==> src/hdl/ldt_pkg.sv <==
// Package of the digraph transliterator: character codes, the job type
// passed from front to back, and the character class functions. No dependencies.
package ldt_pkg;

	localparam int CHAR_W = 16;
	localparam int JOB_CHARS = 4;
	localparam int QDEPTH = 2;

	localparam logic [15:0] CH_APO      = 16'h0027;
	localparam logic [15:0] CH_GRAVE    = 16'h0060;
	localparam logic [15:0] CH_TURN_C   = 16'h02BB;
	localparam logic [15:0] CH_LQUOTE   = 16'h2018;
	localparam logic [15:0] CH_RQUOTE   = 16'h2019;
	localparam logic [15:0] CH_ACUTE    = 16'h00B4;
	localparam logic [15:0] CH_PRIME    = 16'h2032;
	localparam logic [15:0] CH_O_UML    = 16'h00F6;
	localparam logic [15:0] CH_O_UML_UP = 16'h00D6;
	localparam logic [15:0] CH_G_BRV    = 16'h011F;
	localparam logic [15:0] CH_G_BRV_UP = 16'h011E;
	localparam logic [15:0] CH_S_CED    = 16'h015F;
	localparam logic [15:0] CH_S_CED_UP = 16'h015E;
	localparam logic [15:0] CH_C_CED    = 16'h00E7;
	localparam logic [15:0] CH_C_CED_UP = 16'h00C7;
	localparam logic [15:0] CH_A_UP     = 16'h0041;
	localparam logic [15:0] CH_Z_UP     = 16'h005A;
	localparam logic [15:0] CH_O        = 16'h006F;
	localparam logic [15:0] CH_O_UP     = 16'h004F;
	localparam logic [15:0] CH_G        = 16'h0067;
	localparam logic [15:0] CH_G_UP     = 16'h0047;
	localparam logic [15:0] CH_S        = 16'h0073;
	localparam logic [15:0] CH_S_UP     = 16'h0053;
	localparam logic [15:0] CH_C        = 16'h0063;
	localparam logic [15:0] CH_C_UP     = 16'h0043;
	localparam logic [15:0] CH_H        = 16'h0068;
	localparam logic [15:0] CH_H_UP     = 16'h0048;

	localparam logic REG_DIRECTION = 1'b0;
	localparam logic REG_APOSTROPHE = 1'b1;

	typedef struct packed {
		logic [JOB_CHARS-1:0][CHAR_W-1:0] chars;
		logic [2:0] count;
		logic last;
	} ldt_job_t;

	function automatic logic is_apo(input logic [15:0] c);
		return c == CH_APO || c == CH_GRAVE || c == CH_TURN_C || c == CH_LQUOTE ||
			c == CH_RQUOTE || c == CH_ACUTE || c == CH_PRIME;
	endfunction

	function automatic logic is_upper_ctx(input logic [15:0] c);
		return (c >= CH_A_UP && c <= CH_Z_UP) || c == CH_O_UML_UP ||
			c == CH_G_BRV_UP || c == CH_S_CED_UP || c == CH_C_CED_UP;
	endfunction

	function automatic logic is_pair_start(input logic [15:0] c);
		return c == CH_O || c == CH_O_UP || c == CH_G || c == CH_G_UP ||
			c == CH_S || c == CH_S_UP || c == CH_C || c == CH_C_UP;
	endfunction

	// Bit 16 tells whether the held letter and the next character combine.
	function automatic logic [16:0] pair_code(input logic [15:0] h, input logic [15:0] d);
		logic dh;
		logic da;
		logic [16:0] r;
		dh = (d == CH_H) || (d == CH_H_UP);
		da = is_apo(d);
		r = '0;
		if (h == CH_O_UP && da) r = {1'b1, CH_O_UML_UP};
		else if (h == CH_O && da) r = {1'b1, CH_O_UML};
		else if (h == CH_G_UP && da) r = {1'b1, CH_G_BRV_UP};
		else if (h == CH_G && da) r = {1'b1, CH_G_BRV};
		else if (h == CH_S_UP && dh) r = {1'b1, CH_S_CED_UP};
		else if (h == CH_S && dh) r = {1'b1, CH_S_CED};
		else if (h == CH_C_UP && dh) r = {1'b1, CH_C_CED_UP};
		else if (h == CH_C && dh) r = {1'b1, CH_C_CED};
		return r;
	endfunction

endpackage

==> src/hdl/ldt_front.sv <==
// Front end of the digraph transliterator: configuration registers, held
// character and conversion of each input into a job of up to four characters.
// Depends on ldt_pkg.
module ldt_front (
	input  logic clk,
	input  logic arst_n,
	input  logic cfg_we,
	input  logic cfg_index,
	input  logic [15:0] cfg_data,
	input  logic in_valid,
	input  logic [15:0] in_char,
	input  logic in_last,
	input  logic q_full,
	output logic in_ready,
	output logic push,
	output ldt_pkg::ldt_job_t job
);
	import ldt_pkg::*;

	logic direction_q;
	logic [15:0] apostrophe_q;
	logic held_valid_q;
	logic [15:0] held_char_q;

	logic [15:0] h0, h1, c0, c1;
	logic [1:0] hn, cn;
	logic consumed;
	logic hold_set;
	logic [16:0] pr;
	logic accept;

	assign in_ready = !q_full;
	assign accept = in_valid && in_ready;

	always_comb begin
		pr = pair_code(held_char_q, in_char);
		h0 = held_char_q;
		h1 = '0;
		hn = 2'd0;
		consumed = 1'b0;
		if (held_valid_q) begin
			if (held_char_q == CH_S_CED_UP || held_char_q == CH_C_CED_UP) begin
				h0 = (held_char_q == CH_S_CED_UP) ? CH_S_UP : CH_C_UP;
				h1 = is_upper_ctx(in_char) ? CH_H_UP : CH_H;
				hn = 2'd2;
			end else if (pr[16]) begin
				h0 = pr[15:0];
				hn = 2'd1;
				consumed = 1'b1;
			end else begin
				hn = 2'd1;
			end
		end
		c0 = in_char;
		c1 = '0;
		cn = 2'd0;
		hold_set = 1'b0;
		if (!consumed) begin
			if (direction_q) begin
				cn = 2'd2;
				unique case (in_char)
					CH_O_UML: begin c0 = CH_O; c1 = apostrophe_q; end
					CH_O_UML_UP: begin c0 = CH_O_UP; c1 = apostrophe_q; end
					CH_G_BRV: begin c0 = CH_G; c1 = apostrophe_q; end
					CH_G_BRV_UP: begin c0 = CH_G_UP; c1 = apostrophe_q; end
					CH_S_CED: begin c0 = CH_S; c1 = CH_H; end
					CH_C_CED: begin c0 = CH_C; c1 = CH_H; end
					CH_S_CED_UP, CH_C_CED_UP: begin
						if (in_last) begin
							c0 = (in_char == CH_S_CED_UP) ? CH_S_UP : CH_C_UP;
							c1 = CH_H;
						end else begin
							cn = 2'd0;
							hold_set = 1'b1;
						end
					end
					default: cn = 2'd1;
				endcase
			end else if (is_pair_start(in_char) && !in_last) begin
				hold_set = 1'b1;
			end else begin
				cn = 2'd1;
			end
		end
	end

	always_comb begin
		job.chars = '0;
		job.count = {1'b0, hn} + {1'b0, cn};
		job.last = in_last;
		unique case (hn)
			2'd0: begin
				job.chars[0] = c0;
				job.chars[1] = c1;
			end
			2'd1: begin
				job.chars[0] = h0;
				job.chars[1] = c0;
				job.chars[2] = c1;
			end
			default: begin
				job.chars[0] = h0;
				job.chars[1] = h1;
				job.chars[2] = c0;
				job.chars[3] = c1;
			end
		endcase
	end

	assign push = accept && (job.count != 3'd0);

	always_ff @(posedge clk or negedge arst_n) begin
		if (!arst_n) begin
			direction_q <= 1'b0;
			apostrophe_q <= CH_APO;
			held_valid_q <= 1'b0;
			held_char_q <= '0;
		end else begin
			if (cfg_we) begin
				unique case (cfg_index)
					REG_DIRECTION: direction_q <= cfg_data[0];
					REG_APOSTROPHE: apostrophe_q <= cfg_data;
				endcase
			end
			if (accept) begin
				held_valid_q <= hold_set;
				if (hold_set) begin
					held_char_q <= in_char;
				end
			end
		end
	end

endmodule

==> src/hdl/ldt_queue.sv <==
// Short job queue between the front and back of the digraph transliterator.
// Depends on ldt_pkg.
module ldt_queue (
	input  logic clk,
	input  logic arst_n,
	input  logic push,
	input  ldt_pkg::ldt_job_t wr_job,
	input  logic pop,
	output ldt_pkg::ldt_job_t head,
	output logic full,
	output logic empty
);
	import ldt_pkg::*;

	localparam int PTR_W = (QDEPTH > 1) ? $clog2(QDEPTH) : 1;
	localparam int CNT_W = $clog2(QDEPTH + 1);

	ldt_job_t jobs_q [QDEPTH];
	logic [PTR_W-1:0] wr_ptr_q, rd_ptr_q;
	logic [CNT_W-1:0] count_q;

	function automatic logic [PTR_W-1:0] next_ptr(input logic [PTR_W-1:0] p);
		return (p == PTR_W'(QDEPTH - 1)) ? '0 : p + PTR_W'(1);
	endfunction

	assign head = jobs_q[rd_ptr_q];
	assign full = (count_q == CNT_W'(QDEPTH));
	assign empty = (count_q == '0);

	always_ff @(posedge clk) begin
		if (push) begin
			jobs_q[wr_ptr_q] <= wr_job;
		end
	end

	always_ff @(posedge clk or negedge arst_n) begin
		if (!arst_n) begin
			wr_ptr_q <= '0;
			rd_ptr_q <= '0;
			count_q <= '0;
		end else begin
			if (push) wr_ptr_q <= next_ptr(wr_ptr_q);
			if (pop) rd_ptr_q <= next_ptr(rd_ptr_q);
			if (push && !pop) count_q <= count_q + CNT_W'(1);
			else if (pop && !push) count_q <= count_q - CNT_W'(1);
		end
	end

endmodule

==> src/hdl/ldt_back.sv <==
// Back end of the digraph transliterator (depends on ldt_pkg): walks the
// head job to the output register one character per cycle unless stalled.
module ldt_back (
	input  logic clk,
	input  logic arst_n,
	input  ldt_pkg::ldt_job_t head,
	input  logic empty,
	output logic pop,
	input  logic out_ready,
	output logic out_valid,
	output logic [15:0] out_char,
	output logic run_last,
	output logic text_end
);
	import ldt_pkg::*;

	logic [1:0] pos_q;
	logic out_valid_q;
	logic [15:0] out_char_q;
	logic run_last_q;
	logic text_end_q;
	logic load;
	logic final_char;

	assign load = !empty && (!out_valid_q || out_ready);
	assign final_char = ({1'b0, pos_q} == (head.count - 3'd1));
	assign pop = load && final_char;

	always_ff @(posedge clk or negedge arst_n) begin
		if (!arst_n) begin
			pos_q <= '0;
			out_valid_q <= 1'b0;
		end else begin
			if (load) begin
				out_valid_q <= 1'b1;
				pos_q <= final_char ? 2'd0 : pos_q + 2'd1;
			end else if (out_ready) begin
				out_valid_q <= 1'b0;
			end
		end
	end

	always_ff @(posedge clk) begin
		if (load) begin
			out_char_q <= head.chars[pos_q];
			run_last_q <= final_char;
			text_end_q <= final_char && head.last;
		end
	end

	assign out_valid = out_valid_q;
	assign out_char = out_char_q;
	assign run_last = run_last_q;
	assign text_end = text_end_q;

endmodule

==> src/hdl/latin_digraph_transliterator_unit.sv <==
// Top level of the digraph transliterator: front end, job queue and back end.
// Depends on ldt_pkg, ldt_front, ldt_queue and ldt_back.
//
//   Channel   Direction  Carries
//   s_axis    in         tdata: in_char; tlast: in_last
//   m_axis    out        tdata: out_char; tuser: run_last; tlast: text_end
//   cfg       in         index 0: direction, index 1: apostrophe_code
//
// An input is converted in the cycle it is taken; each result character then
// leaves the output register one per cycle while the output does not stall.
// An item gives one to four result characters (mostly one or two), or none.
// A two-entry job queue lets input transfers continue while the output stalls.
// Reset clears the held character, the queue and the output register.
module latin_digraph_transliterator_unit (
	input  logic clk,
	input  logic arst_n,
	input  logic cfg_we,
	input  logic cfg_index,
	input  logic [15:0] cfg_data,
	input  logic s_axis_tvalid,
	output logic s_axis_tready,
	input  logic [15:0] s_axis_tdata,  // [15:0] in_char
	input  logic s_axis_tlast,
	output logic m_axis_tvalid,
	input  logic m_axis_tready,
	output logic [15:0] m_axis_tdata,  // [15:0] out_char
	output logic m_axis_tuser,         // [0] run_last
	output logic m_axis_tlast
);
	import ldt_pkg::*;

	ldt_job_t wr_job;
	ldt_job_t head;
	logic push, pop, full, empty;

	ldt_front u_front (
		.clk(clk),
		.arst_n(arst_n),
		.cfg_we(cfg_we),
		.cfg_index(cfg_index),
		.cfg_data(cfg_data),
		.in_valid(s_axis_tvalid),
		.in_char(s_axis_tdata),
		.in_last(s_axis_tlast),
		.q_full(full),
		.in_ready(s_axis_tready),
		.push(push),
		.job(wr_job)
	);

	ldt_queue u_queue (
		.clk(clk),
		.arst_n(arst_n),
		.push(push),
		.wr_job(wr_job),
		.pop(pop),
		.head(head),
		.full(full),
		.empty(empty)
	);

	ldt_back u_back (
		.clk(clk),
		.arst_n(arst_n),
		.head(head),
		.empty(empty),
		.pop(pop),
		.out_ready(m_axis_tready),
		.out_valid(m_axis_tvalid),
		.out_char(m_axis_tdata),
		.run_last(m_axis_tuser),
		.text_end(m_axis_tlast)
	);

endmodule

==> config.mk <==
export PLATFORM = sky130hd
export DESIGN_NAME = latin_digraph_transliterator_unit
export DESIGN_NICKNAME = d
export VERILOG_FILES = /design/src/hdl/ldt_pkg.sv /design/src/hdl/ldt_front.sv /design/src/hdl/ldt_queue.sv /design/src/hdl/ldt_back.sv /design/src/hdl/latin_digraph_transliterator_unit.sv
export SDC_FILE = /design/constraint.sdc
export NUM_CORES = 1
export LEC_CHECK = 0
export ABC_AREA = 0
export BUFFER_PORTS_ARGS = -buffer_cell sky130_fd_sc_hd__buf_2
export CELL_PAD_IN_SITES_DETAIL_PLACEMENT = 1
export CELL_PAD_IN_SITES_GLOBAL_PLACEMENT = 1
export CORE_AREA = 2 2 134 201
export DETAILED_ROUTE_END_ITERATION = 12
export DIE_AREA = 0 0 136 203
export GPL_TIMING_DRIVEN = 0
export MAX_ROUTING_LAYER = met4
export PLACE_DENSITY_LB_ADDON = 0.08
export SETUP_SLACK_MARGIN = 0.1
export SLEW_MARGIN = 40
export SYNTH_ARGS = -nofsm -noshare
export SYNTH_HDL_FRONTEND = slang
export SYNTH_SLANG_ARGS = --single-unit
==> constraint.sdc <==
create_clock -name clk -period 10.45 [get_ports clk]
set_clock_uncertainty 0.05 [all_clocks]
set_input_delay 0 -clock clk [delete_from_list [all_inputs] [get_ports clk]]
set_output_delay 0 -clock clk [all_outputs]
set_load 0.01 [all_outputs]
# After elaboration in Yosys (flattened, before gate mapping)
# Memory sizes are Yosys's and may differ from the RTL's.
# Cells that the tools add are included.
[word_totals]
ff_bits = 59
mem_bits_rw = 136
input_bits = 39
elab_cells = 171
output_inout_bits = 20
memories = 1
[memory_table]
columns = ["memory", "depth", "word_bits", "rd", "rd_clocked_by_memory_dff", "wr", "line", "source"]
rows = [
  ["u_queue.jobs_q", 2, 68, 1, 0, 1, "ldt_queue.sv:18", "ldt_job_t jobs_q [QDEPTH];"],
]
[classes]
n_reduce_logical = 56
n_bitwise = 1
n_lt_le_gt_ge = 3
n_eq_ne = 38
mux = 53
n_addsub = 7
[op_table]
columns = ["op", "count"]
rows = [
  ["== test 16 x 7 -> 1 bit (second input constant)", 19],
  ["two-way mux 16 bit", 12],
  ["two-way mux 17 bit", 8],
  ["case mux 16 bit (7 select lines)", 1],
  ["== test 16 x 8 -> 1 bit (second input constant)", 6],
  ["== test 16 x 9 -> 1 bit (second input constant)", 5],
  ["case mux 32 bit (2 select lines)", 1],
  ["== test 16 x 14 -> 1 bit (second input constant)", 3],
  ["case mux 16 bit (3 select lines)", 1],
  ["binary-select mux 16 bit (select 2 bit)", 1],
  ["case mux 16 bit (2 select lines)", 1],
  ["logical OR 1 bit", 20],
  ["logical AND 1 bit", 17],
  ["== test 16 x 10 -> 1 bit (second input constant)", 1],
  ["== test 16 x 6 -> 1 bit (second input constant)", 1],
  ["greater-or-equal comparator 16 x 7 -> 1 bit (second input constant)", 1],
  ["less-or-equal comparator 16 x 7 -> 1 bit (second input constant)", 1],
  ["two-way mux 2 bit", 8],
  ["two-way mux 1 bit", 15],
  ["two-way mux 5 bit", 2],
  ["two-way mux 7 bit", 1],
  ["logical NOT 1 bit", 6],
  ["two-way mux 6 bit", 1],
  ["AND reduction 2 bit", 3],
  ["other kinds (17)", 23],
]

# Logic depth before layout (Yosys ltp)
# Gate-level depths: netlist of the first run.
[logic_depth]
word_depth = 23
depth_mapped = 15
depth_no_buf = 14

# Modules after synthesis
# Synthesis of the first run repeated with hierarchy kept, for this count alone.
[hier_totals]
cells_unflattened = 613
hier_area_um2 = 9191.3
[modules_own_cells]
columns = ["mod", "n_inst", "cells_per_inst", "seq_area_each_um2", "area_per_inst_um2"]
rows = [
  ["ldt_queue", 1, 228, 4184.0, 5136.2],
  ["ldt_front", 1, 324, 855.8, 2877.8],
  ["ldt_back", 1, 61, 615.6, 1177.4],
]

# Worst setup path after synthesis of the first run
# OpenSTA, ideal clock, no wires.
[synth_timing]
path_kind = "register to register"
startpoint = "register u_front.held_char_q[12]"
endpoint = "memory u_queue.jobs_q[0][0] in the netlist's numbering, enable pin"
path_buffers = 1
setup_time_ps = 577
t_required_ps = 9823
setup_slack_ps = 2545
period_less_slack_ps = 7905
path_stages_with_launch = 11
arrival_time_ps = 7277
path_cell_list = "dfrtp_1 > nor4b_1 > nand3_1 > nor4b_4 > nand2b_1 > inv_2 > buf_2 > ha_1 > fa_1 > nor3_1 > nor3_1"
[synth_lines]
columns = ["element", "line", "source"]
rows = [
  ["start, declared", "ldt_front.sv:23", "logic [15:0] held_char_q;"],
  ["start signal, assigned", "ldt_front.sv:128", "held_char_q <= in_char;"],
  ["end, declared", "ldt_queue.sv:18", ""],
]

==> flow_summary_export.csv, run 1 <==
group,metric,value,unit
timing,finalCritPeriodShare,56.41,%
timing,worstMarginPinSlew,0.7817,ns
setup_path,crit_path_max_fanout,10,
cts,cts_resized,0,
placement,dp_hpwl,19220,µm
global_routing,grtUsageMet2,37.38,%
synth,ys_ff_latch,195,
cts,postCtsSetupRepairBufs,0,
cts,cts_buffers,17,
final_layout,nets,750,
setup_path,crit_path_frequent_cell,"buf_4",
hold_path,min_path_type,"input pin to register",
synth,yosys.area.top_type,"edfxtp_1",
setup_path,reg2reg_from,"u_front.held_char_q[12]$_DFFE_PN0P_",
synth,synth_edf_count,154,
global_routing,use_met1,23.19,%
final_layout,design_area,0.01053,mm²
timing,timing.fmax,169.6,MHz
power_and_ir_drop,power.density,228.6,mW/mm²
routing,route.detailed.wl_per_inst,24.87,µm
timing,rsz0062_at_grt,"no",
power_and_ir_drop,vdd_ir_drop_max,0.0001135,V
setup_path,cp.required,10.59,ns
global_routing,top_usage_layer,"met2",
synth,synthFlopType,"edfxtp_1",
die,ios,59,
final_layout,diodes,0,
setup_path,arrival,6.04,ns
global_routing,antenna_found_initial,0,
setup_path,slowest_delay,0.66,ns
synth,synth_xor_area_share,0.7873,%
routing,drt-pass1-iter-count,4,
synth,synth_mux_area_share,13.71,%
placement,gp_congestion,0.8530,
cts,root_buffer,"clkbuf_16",
synth,syn_area_per_cell,14.98,µm²
cts,cts.reportedPaths.clkPinSlew,0.07,ns
cts,clock_latency,0.44,ns
global_routing,track_usage,20.70,%
final_layout,area_growth,18.29,%
cts,cts_tree,"built",
cts,cts_num_sinks,195,
die,die_y,203,µm
placement,io_buffers,55,
timing,period_minus_slack,5.895,ns
synth,netlist_area,0.008900,mm²
global_routing,grt_max_degree,42,
hold_path,holdPathStages,2,
synth,ys_warn_count,0,
die,initial_utilization,34.54,%
synth,synthArstFlopShare,21.03,%
synth,synth.distinct_cells,75,
setup_path,crit_chain,"nor4b_1 > nand3_1 > nor4b_4 > nand2b_1 > inv_2 > buf_2 > a211oi_1 > ha_1 > fa_1 > nor3_1 > nor3_2 > buf_4 > buf_4 > buf_4 > buf_4 > buf_2 > buf_2",
routing,viasPerCell,5.420,
timing,drv_slew,0,
routing,drt_iter0_drc,290,
die,core,0.02576,mm²
hold_path,hold_end,"u_queue.jobs_q[1][45]$_DFFE_PP_",
hold_path,hp-start,"s_axis_tdata[9]",
die,fp.dieW,136,µm
synth,synth_top_area_share,51.96,%
global_routing,grt_util_met3,2.747,%
cts,cts_hold_buf,24,
die,rows,72,
synth,syn-instance-count,594,
final_layout,drive_gt1_share,27.64,%
final_layout,post-route-util,40.86,%
synth,synth_top_family_by_area,"multiplexers",
timing,hold_ws,0.02136,ns
synth,synth_most_common_cell,"edfxtp_1",
synth,syn_nets,637,
routing,ant_nets,0,
placement,post_dp_cell_area,0.009746,mm²
synth,synthSimpleGateAreaFrac,10.71,%
timing,final.setup.tns,0,ns
synth,synth.area.top_cells,"edfxtp_1 (52%), dfrtp_1 (10%), mux4_2 (8.1%), mux2_2 (4.3%), a22o_1 (2.6%)",
synth,yosys.area_share.adder,0.6467,%
job,cap_violations,0,
setup_path,startpoint_type,"register",
setup_path,rr_worst_depth,17,
routing,wirelength,26190,µm
power_and_ir_drop,p_leak,3.746,nW
cts,cts.path.max_buffers,2,
setup_path,worstReg2RegEnd,"u_queue.jobs_q[0][46]$_DFFE_PP_",
synth,synth.top_cells.by_count,"edfxtp_1 (154), dfrtp_1 (37), mux2_2 (34), mux4_2 (32), nor2_1 (29)",
timing,setup_viol,0,
die,dieArea,0.02761,mm²
cts,h-tree-depth,4,
global_routing,overflow,0,
timing,hold_violations,0,
synth,ys_seq_area_share,63.55,%
synth,synth-compound-area-share,8.463,%
status,status,"finished, final reports clean",
setup_path,path_class,"register to register",
routing,drt_drc_violations_left,0,
timing,relSlewSlack,47.48,%
global_routing,grt_pass1_wl,39710,µm
setup_path,cp-end-kind,"register",
setup_path,r2r_setup_slack,4.56,ns
global_routing,first_global_vias,6269,
setup_path,slowest_stage,"nor4b_4",
routing,num_vias,5707,
==> report_power, final <==
group	leakage, nW	switching (mW)	total [mW]	internal, mW
combinational	1.53	0.366	0.677	0.310
sequential	1.96	0.0577	1.12	1.07
clock	0.257	0.285	0.605	0.320
total	3.75	0.709	2.41	1.70
==> layer usage <==
metal  share of wire (%)  vias to the layer above
met3                 2.1                       38
met2                  55                      106
met1                  40                     2990
met5                   0                        -
li1                    -                     2573
met4                 2.4                        0
==> placed cells by master (no fill, tap or decap), drive strengths merged, types with 7 or more instances in the layout <==
cell type,count
edfxtp,154
buf,80
clkbuf,42
mux2,39
dfrtp,37
mux4,32
nor2,30
a22o,26
nand2,26
dlygate4sd3,24
o21ai,20
and2,19
inv,17
nor3,14
nor2b,13
nor4,9
a21oi,9
nand3,7
o22ai,7
clkinv,7
==> area by class of cell <==
cell class / count / area (µm²)
plain buffers: 30 / 135.1
clock buffers: 22 / 474.2
clock inverters: 10 / 58.81
inverters: 17 / 63.81
fillers: 2709 / 15240
flip-flops and latches: 195 / 5655
well taps: 333 / 416.7
multi-input cells: 352 / 3080
repair buffers: 94 / 643.1
==> how the worst max path moves through the flow <==
| stage | startpoint | end | slack [ns] |
|---|---|---|---|
| after floorplan | u_front.held_char_q[12]$_DFFE_PN0P_ | u_queue.jobs_q[0][0]$_DFFE_PP_ | 2.55 |
| after global placement | u_front.held_char_q[12]$_DFFE_PN0P_ | u_queue.jobs_q[0][62]$_DFFE_PP_ | -1.39 |
| after detailed placement | u_front.held_char_q[12]$_DFFE_PN0P_ | u_queue.jobs_q[0][61]$_DFFE_PP_ | 4.44 |
| after CTS | u_front.held_char_q[12]$_DFFE_PN0P_ | u_queue.jobs_q[0][30]$_DFFE_PP_ | 4.41 |
| after global routing | u_front.held_char_q[12]$_DFFE_PN0P_ | u_queue.jobs_q[0][45]$_DFFE_PP_ | 4.17 |
| final | u_front.held_char_q[12]$_DFFE_PN0P_ | u_queue.jobs_q[0][46]$_DFFE_PP_ | 4.56 |
==> worst max-delay path: cells and delay by family, from the launching register on <==
kind	cells	cell delay, ns
AO/OA/AOI/OAI	1	0.42
adder cells (fa/ha/maj)	2	0.70
buffers and inverters	8	1.57
flip-flops	1	0.41
AND/OR/NAND/NOR	6	2.46
==> per-stage QoR <==
step	setup slack [ns]	cells	power (mW)
floorplan	2.545	594	1.569
global placement	-1.388	982	1.792
detailed placement	4.442	996	1.832
CTS	4.415	1052	2.452
global route	4.166	1053	2.535
finish	4.555	1053	2.406
==> sequential cells by signal, summed over array words and instances, names as in the netlist <==
name and flops:
u_front.direction_q 1, u_queue.wr_ptr_q 1, u_back.pos_q 2, u_back.out_char 16, u_back.out_valid 1, u_back.text_end 1, u_front.held_valid_q 1, u_queue.count_q 2
u_back.run_last 1, u_front.apostrophe_q 16, u_queue.rd_ptr_q 1, u_front.held_char_q 16, u_queue.jobs_q 136
==> cells by family (layout without fill, tap and decap cells) <==
kind of cell,Yosys count,count (layout)
compound gates,102,102
xor+xnor,8,8
fa+ha+maj,4,4
buf+inv,47,173
flops,195,195
mux,77,77
simple gates,161,161
Note: power is estimated with default switching activity, not from simulation.
==> run 2: changes to the inputs <==
--- a/config.mk
+++ b/config.mk
@@ -5,13 +5,13 @@
 export SDC_FILE = /design/constraint.sdc
 export NUM_CORES = 1
 export LEC_CHECK = 0
-export ABC_AREA = 0
+export ABC_AREA = 1
 export BUFFER_PORTS_ARGS = -buffer_cell sky130_fd_sc_hd__buf_2
 export CELL_PAD_IN_SITES_DETAIL_PLACEMENT = 1
 export CELL_PAD_IN_SITES_GLOBAL_PLACEMENT = 1
-export CORE_AREA = 2 2 134 201
+export CORE_AREA = 2 2 135 203
 export DETAILED_ROUTE_END_ITERATION = 12
-export DIE_AREA = 0 0 136 203
+export DIE_AREA = 0 0 137 205
 export GPL_TIMING_DRIVEN = 0
 export MAX_ROUTING_LAYER = met4
 export PLACE_DENSITY_LB_ADDON = 0.08
==> constraint.sdc (replaced) <==
create_clock -name clk -period 5.8 [get_ports clk]
set_clock_uncertainty 0.05 [all_clocks]
set_input_delay 0 -clock clk [delete_from_list [all_inputs] [get_ports clk]]
set_output_delay 0 -clock clk [all_outputs]
set_load 0.01 [all_outputs]
==> run 2 against run 1 <==
Against the previous run: routed wire length grew 15%; global-route usage grew 2.4 points; sequential share of layout area shrank 1.9 points; register-to-register slack lost 3.4 ns; utilization grew 0.65 points; final area grew 3.7%; critical path type unchanged; largest power group unchanged.
==> flow_summary_export.csv, run 2 <==
group,metric,value,unit
placement,pre_cts_slack,1.137,ns
setup_path,cp.required,5.92,ns
cts,clock_latency,0.46,ns
timing,period_minus_slack,4.646,ns
synth,synth.area.top_cells,"edfxtp_1 (51%), dfrtp_1 (10%), nor2_1 (7.7%), o21ai_0 (5.1%), nand2_1 (4.1%)",
synth,ys_seq_area_share,62.10,%
final_layout,final_common_cell,"nor2_1",
die,ios,59,
timing,setup_viol,0,
power_and_ir_drop,power.density,481.9,mW/mm²
timing,hold_violations,0,
synth,synth_edf_count,154,
final_layout,nets,1052,
die,die_y,205,µm
synth,syn-instance-count,895,
synth,yosys.area.top_type,"edfxtp_1",
cts,cts_buffers,17,
cts,cts_hold_buf,29,
routing,route.detailed.wl_per_inst,22.09,µm
timing,relSlewSlack,48.62,%
die,dieArea,0.02809,mm²
timing,fin_ws,1.154,ns
global_routing,track_usage,23.15,%
die,core,0.02631,mm²
synth,ys_ff_latch,195,
global_routing,grt_max_degree,42,
cts,root_buffer,"clkbuf_16",
final_layout,design_area,0.01092,mm²
setup_path,path_class,"register to register",
cts,cts.path.max_buffers,2,
synth,ys_warn_count,0,
global_routing,grtUsageMet2,42.75,%
power_and_ir_drop,p_int,3.274,mW
final_layout,fillers,2970,
power_and_ir_drop,pwr-share-seq,40.2,%
placement,post_dp_cell_area,0.01000,mm²
power_and_ir_drop,clkPwrFrac,23.9,%
timing,timing.fmax,215.2,MHz
final_layout,diodes,0,
job,cap_violations,0,
cts,cts.reportedPaths.clkPinSlew,0.07,ns
power_and_ir_drop,vdd_ir_drop_max,0.0002313,V
cts,cts_resized,0,
final_layout,post-route-util,41.51,%
routing,viasPerCell,5.171,
synth,syn_area_per_cell,10.18,µm²
die,fp.dieW,137,µm
routing,num_vias,7028,
cts,h-tree-depth,4,
global_routing,use_met1,24.19,%
power_and_ir_drop,switching_share,37.79,%
global_routing,grt_util_met3,3.464,%
hold_path,min_path_type,"input pin to register",
final_layout,regMostFlops,"u_queue.jobs_q",
synth,syn_nets,938,
final_layout,layout_common_cells,"nor2_1 (185), edfxtp_1 (154), nand2_1 (99)",
routing,drt_iter0_drc,381,
synth,synthFlopType,"edfxtp_1",
power_and_ir_drop,p_leak,4.164,nW
cts,cts_num_sinks,195,
routing,ant_nets,0,
placement,io_buffers,57,
synth,netlist_area,0.009107,mm²
die,rows,73,
routing,drt_drc_violations_left,0,
synth,synthArstFlopShare,21.03,%
timing,drv_slew,0,
setup_path,crit_path_max_fanout,18,
die,initial_utilization,34.62,%
timing,finalCritPeriodShare,80.10,%
global_routing,top_usage_layer,"met2",
timing,rsz0062_at_grt,"no",
final_layout,area_growth,19.89,%
global_routing,antenna_found_initial,0,
power_and_ir_drop,switching_power,1.989,mW
timing,worstMarginPinSlew,0.7707,ns
global_routing,first_global_vias,7290,
setup_path,startpoint_type,"register",
cts,postCtsSetupRepairBufs,0,
final_layout,drive_gt1_share,16.83,%
global_routing,overflow,0,
global_routing,grt_pass1_wl,44700,µm
power_and_ir_drop,pwr-share-comb,35.9,%
synth,synth_top_area_share,50.78,%
routing,drt-pass1-iter-count,4,
synth,synth.distinct_cells,46,
synth,synth.top_cells.by_count,"nor2_1 (187), edfxtp_1 (154), nand2_1 (99), o21ai_0 (92), inv_1 (50)",
synth,synth_most_common_cell,"nor2_1",
placement,dp_hpwl,22840,µm
power_and_ir_drop,total_power,5.262,mW
routing,wirelength,30020,µm
cts,cts_tree,"built",
setup_path,arrival,4.76,ns
status,status,"finished, final reports clean",
setup_path,cp-end-kind,"register",
final_layout,largest_reg_flops,136,
placement,gp_congestion,0.8430,
[run 2: cell count changes in the layout (fill, tap and decap cells not counted), moves of 13 or more]
cell	delta
nor2_1	+156
nand2_1	+74
o21ai_0	+72
inv_1	+35
o22ai_1	+35
nand3_1	+33
mux4_2	-32
a22o_1	-26
mux2_2	-22
a31oi_1	+19
and2_1	-17
clkbuf_1	+13
nor2b_1	-13
[run 2: worst paths after layout]
path | startpoint | end | slack, ns | cells past startpoint
worst max-delay path | u_front.held_char_q[14]$_DFFE_PN0P_ | u_queue.jobs_q[0][55]$_DFFE_PP_ | 1.15 | 18
worst min-delay path | cfg_index | u_front.apostrophe_q[0]$_DFFE_PN1P_ | 0.03 | 5
worst max register to register | u_front.held_char_q[14]$_DFFE_PN0P_ | u_queue.jobs_q[0][55]$_DFFE_PP_ | 1.15 | 18
worst min register to register | u_queue.count_q[0]$_DFFE_PN0P_ | u_queue.count_q[0]$_DFFE_PN0P_ | 0.43 | 1
max in group asynchronous | arst_n | u_front.apostrophe_q[15]$_DFFE_PN0P_ | 5.24 | 2
min in group asynchronous | arst_n | u_front.held_char_q[6]$_DFFE_PN0P_ | 0.04 | 2
[run 2: cells by family after synthesis]
family | count (synthesis) | share of synthesized area (%)
and+or+nand+nor | 378 | 18.45
DFF | 195 | 62.10
AOI/OAI and AO/OA | 188 | 11.64
buffers and inverters | 109 | 4.808
muxes | 14 | 1.704
xor gates and xnor gates | 7 | 0.6732
adders and majority gates | 4 | 0.6320
[run 2: metal layers]
metal  vias up  wire, µm
li1       3353         -
met1      3490     11350
met2       133     16850
met3        52       753
met4         0      1060
met5         -         0
[run 2: stage by stage]
stage,setup TNS [ns],hold slack (ns),std cells
floorplan,0,-0.3456,895
global placement,-125.09,0.1426,1289
detailed placement,0,0.01179,1298
CTS,0,0.01119,1359
global route,0,0.04819,1359
finish,0,0.02641,1359
[run 2: worst max-delay path, stage by stage, from the launching register on]
cell and delay (ns):
dfrtp_1 0.41, inv_1 0.09, nand4_1 0.20, nor2_1 0.33, inv_1 0.10, nor2_1 0.27
o211ai_2 0.18, nand2_2 0.15, nor2_8 0.06, nor2_4 0.19, nor3_1 0.17, fa_1 0.67
inv_1 0.06, a31oi_1 0.29, inv_1 0.17, nor2_4 0.35, buf_8 0.22, buf_8 0.20
buf_16 0.18
[run 2: power by group through the flow]
stage	sequential, mW	clock [mW]	combinational [mW]
after global routing	2.15	1.33	2.09
after CTS	2.12	1.28	1.93
after global placement	2.17	0	1.79
after floorplan	2.17	0	1.05
after detailed placement	2.15	0	1.91
final	2.12	1.26	1.89
[run 2: final cells by class]
class | count | area [µm²] | area share (%)
multi-input cells | 591 | 3040 | 27.84
repair buffers | 95 | 738.2 | 6.761
inverters | 66 | 247.7 | 2.269
clock buffers | 19 | 452.9 | 4.148
clock inverters | 13 | 172.7 | 1.581
plain buffers | 43 | 190.2 | 1.742
flip-flops and latches | 195 | 5655 | 51.79
well taps | 337 | 421.7 | 3.862
